==> config.mk <==
export PLATFORM = sky130hd
export DESIGN_NAME = sacl_front
export DESIGN_NICKNAME = d
export VERILOG_FILES = /design/src/sacl_pkg.sv /design/src/sacl_front.sv
export SDC_FILE = /design/constraint.sdc
export NUM_CORES = 1
export LEC_CHECK = 0
export BUFFER_PORTS_ARGS = -buffer_cell sky130_fd_sc_hd__buf_2
export CAP_MARGIN = 20
export CORE_ASPECT_RATIO = 0.5
export CORE_MARGIN = 8
export CORE_UTILIZATION = 47
export CTS_CLUSTER_SIZE = 28
export DETAILED_ROUTE_END_ITERATION = 6
export GPL_TIMING_DRIVEN = 0
export PLACE_DENSITY_LB_ADDON = 0.08
export SKIP_LAST_GASP = 1
export SLEW_MARGIN = 10
export SYNTH_ARGS = -nofsm -noshare
export SYNTH_HDL_FRONTEND = slang
export SYNTH_SLANG_ARGS = --single-unit
==> constraint.sdc <==
create_clock -name i_clk -period 2.1 [get_ports i_clk]
set_input_delay 0.21 -clock i_clk [delete_from_list [all_inputs] [get_ports i_clk]]
set_output_delay 0.21 -clock i_clk [all_outputs]
set_load 0.05 [all_outputs]
==> src/sacl_pkg.sv <==
// Shared constants, types and helper functions for the set-associative cache.
`timescale 1ns / 1ps
package sacl_pkg;
    localparam int CACHE_BYTES_DEF = 1024;
    localparam int LINE_BYTES_DEF  = 8;
    localparam int WAYS_DEF        = 2;
    localparam int ADDR_W          = 16;
    localparam int DATA_W          = 16;
    localparam int LAT_W           = 8;
    localparam int WAY_W           = 4;
    localparam int OP_W            = 2;
    localparam logic [LAT_W-1:0] LAT_RESET = 8'd1;

    localparam logic [OP_W-1:0] OP_READ  = 2'd0;
    localparam logic [OP_W-1:0] OP_WRITE = 2'd1;
    localparam logic [OP_W-1:0] OP_FILL  = 2'd2;
    localparam logic [OP_W-1:0] OP_NOP   = 2'd3;

    typedef struct packed {
        logic [OP_W-1:0]   op;
        logic [ADDR_W-1:0] addr;
        logic [DATA_W-1:0] wdata;
        logic [WAY_W-1:0]  rnd;
    } t_req;

    typedef struct packed {
        logic              hit;
        logic [DATA_W-1:0] rdata;
        logic [LAT_W-1:0]  lat;
        logic [WAY_W-1:0]  way;
    } t_rsp;

    function automatic int clog2i(input int n);
        int b;
        b = 0;
        while (b < 31 && (1 << b) < n) b++;
        return b;
    endfunction

    function automatic int maxi(input int a, input int b);
        return (a > b) ? a : b;
    endfunction
endpackage

==> src/sacl_front.sv <==
// Front end: input queue interface and a two-entry request queue.
`timescale 1ns / 1ps
module sacl_front (
    input  logic          i_clk,
    input  logic          i_rst_n,
    input  logic          i_push,
    output logic          o_full,
    input  sacl_pkg::t_req i_req,
    output logic          o_req_valid,
    input  logic          i_req_take,
    output sacl_pkg::t_req o_req
);
    import sacl_pkg::*;

    t_req     r_q [2];
    logic     r_wp, n_wp, r_rp, n_rp;
    logic [1:0] r_cnt, n_cnt;
    logic     w_push, w_take;

    assign o_full      = (r_cnt == 2'd2);
    assign o_req_valid = (r_cnt != 2'd0);
    assign o_req       = r_q[r_rp];
    assign w_push      = i_push && !o_full;
    assign w_take      = i_req_take && o_req_valid;

    always_comb begin
        n_wp  = r_wp ^ w_push;
        n_rp  = r_rp ^ w_take;
        n_cnt = r_cnt + {1'b0, w_push} - {1'b0, w_take};
    end

    always_ff @(posedge i_clk) begin
        if (!i_rst_n) begin
            r_wp  <= 1'b0;
            r_rp  <= 1'b0;
            r_cnt <= 2'd0;
        end else begin
            r_wp  <= n_wp;
            r_rp  <= n_rp;
            r_cnt <= n_cnt;
        end
        if (w_push) begin
            r_q[r_wp] <= i_req;
        end
    end
endmodule

==> flow_summary.toml <==
[status]
status = "finished, final reports clean"

[timing]
hold_slack_ns = 0.0651
setup_viol_count_final = 0
finalCritPeriodShare = 0.850
fin_crit_ns = 1.78
worst_pin_slew_ns = 0.545
hold_viol = 0
fmax_mhz = 561
max-slew-margin-rel = 0.637
drv_slew = 0
rsz0062_at_grt = "false"
worst_slack_ns = 0.316
finalClockSkew_ns = 0.00388
fin_tns_setup_ns = 0

[min_path]
hp-start = "i_req[31]"
hp-class = "in -> reg"

[clock_network]
cts_max_path_buffers = 2
clock-root-buffer = "clkbuf_16"
cts_setup_buffers = 0
clk_latency_ns = 0.33
cts_max_level = 3
cts_buffers = 9
clk_pin_slew_ns = 0.06
clkSinkCount = 81
cts_tree = "yes"
ctsResizeCount = 0
cts_hold_buffers = 0

[final_layout]
final_common_cell = "buf_2"
drive_gt1_frac = 0.583
final_nets = 283
num_antenna_cells = 0
area_growth_pct = 28.9
final_cell_mix = "buf_2 (82), edfxtp_1 (76), mux2_4 (20)"
fin_cells = 334
final_area_um2 = 3980

[global_route]
grt_usage = 0.123
grt_overflow = 0
grt_first_pass_wirelength_um = 8450
grt_max_degree = 22
antenna_found_initial = 1
grt_pass1_vias = 1758

[logic_synthesis]
syn_avg_cell_area_um2 = 21.6
ys_seq_elements = 81
synthDistinctLibCells = 16
synth_warnings = 0
syn_inst = 143
syn_nets = 189
netlist_area_um2 = 3090
yosysSeqAreaShare = 0.772

[drt]
avgRoutedWirePerCell_um = 16.7
drcViolationCount = 0
via_per_inst = 4.64
ant_nets = 0
via_count = 1549
finalWirelength_um = 5590
drt_iter0_markers = 73
dr.pass1.iters = 4

[floorplan]
die_height_um = 73.3
die_w_um = 131
initial_core_util = 0.474
die_area_um2 = 9570
core_um2 = 6520
ios = 82
rows = 21

[setup_path]
crit_arrival_ns = 1.82
crit_start = "r_cnt[0]$_SDFF_PN0_"
endpoint_kind = "register"
worstPathRequired_ns = 2.13
cp-start-kind = "register"
r2r_start = "r_cnt[0]$_SDFF_PN0_"
path_class = "reg -> reg"
crit_path_max_fanout = 21

[power_and_ir_drop]
ir_drop_mv = 0.734
p_leak_nw = 1.56
p_per_area_nw_per_um2 = 1420

[placement]
globalplace.congestion = 0.654
io_buffers = 81
post-place-ws_ns = 0.287
dp_hpwl_um = 4030
place_area_um2 = 3670
placed_cells = 318

[flow_run]
maxCapViolations = 0
cell usage after synthesis:
cell type / n / area (µm²)
edfxtp_1: 76 / 2280
mux2i_1: 2 / 20.0
or2_2: 1 / 6.26
dfxtp_1: 5 / 100
o21a_1: 1 / 7.51
mux2_2: 18 / 203
nor2b_1: 2 / 12.5
xnor3_1: 1 / 22.5
nand2_1: 2 / 7.51
inv_1: 3 / 11.3
nand2b_1: 2 / 12.5
ha_1: 4 / 50.1
buf_2: 1 / 5.00
mux2_4: 20 / 300
buf_6: 3 / 33.8
and2_1: 2 / 12.5
critical path, cell delays in order, from the launching register on:
cell,delay [ns]
dfxtp_1,0.37
nand2b_1,0.16
and2_1,0.17
ha_2,0.54
buf_16,0.24
sequential cells by signal, indices dropped and copies added (netlist names), named ones only:
| name | cells |
|---|---|
| r_q | 76 |
| r_cnt | 2 |
| r_rp | 1 |
| r_wp | 1 |
stage by stage:
| step | power [mW] | util |
|---|---|---|
| after CTS | 5.71 | 0.611 |
| after global routing | 5.87 | 0.611 |
| final | 5.64 | 0.611 |
| after global placement | 4.00 | 0.554 |
| after floorplan | 3.65 | - |
| after detailed placement | 4.10 | 0.563 |
path summary, 6_finish.rpt:
check / to / slack [ns] / cells after the start
max: r_q[0][11]$_DFFE_PP_ / 0.32 / 4
min reg2reg: r_rp$_SDFF_PN0_ / 0.51 / 2
min: r_q[0][31]$_DFFE_PP_ / 0.07 / 1
max reg2reg: r_q[0][11]$_DFFE_PP_ / 0.32 / 4
routing by layer:
metal | part of all wire | vias to the layer above | track usage
li1 | - | 743 | -
met1 | 0.41 | 736 | 0.123
met2 | 0.47 | 57 | 0.201
met3 | 0.097 | 11 | 0.0739
met4 | 0.016 | 2 | 0.0593
met5 | 0.0014 | - | 0
power breakdown:
| group | total (mW) | leakage [nW] | switching [mW] | internal, mW |
|---|---|---|---|---|
| Combinational | 1.92 | 0.666 | 1.29 | 0.632 |
| Clock | 1.60 | 0.144 | 0.568 | 1.03 |
| Sequential | 2.12 | 0.751 | 0.0681 | 2.05 |
area by class of cell:
type                    instances  area (µm²)
repair buffers                 83         460
fillers                       517        2540
multi-input cells              55         659
inverters                       3        11.3
well taps                      92         115
flip-flops and latches         81        2380
clock buffers                  10         229
clock inverters                 6        82.6
plain buffers                   4        38.8
cells by family (layout without fill, tap and decap cells):
| group | after synthesis | after routing | share of synthesized area |
|---|---|---|---|
| flip-flops | 81 | 81 | 0.772 |
| multiplexers | 40 | 40 | 0.169 |
| AND/OR/NAND/NOR | 9 | 9 | 0.0166 |
| buffers and inverters | 7 | 106 | 0.0162 |
| adder cells (fa/ha/maj) | 4 | 4 | 0.0162 |
| AO/OA/AOI/OAI | 1 | 1 | 0.00243 |
| XOR/XNOR | 1 | 1 | 0.00730 |
Power figures use the tool's default switching activity.
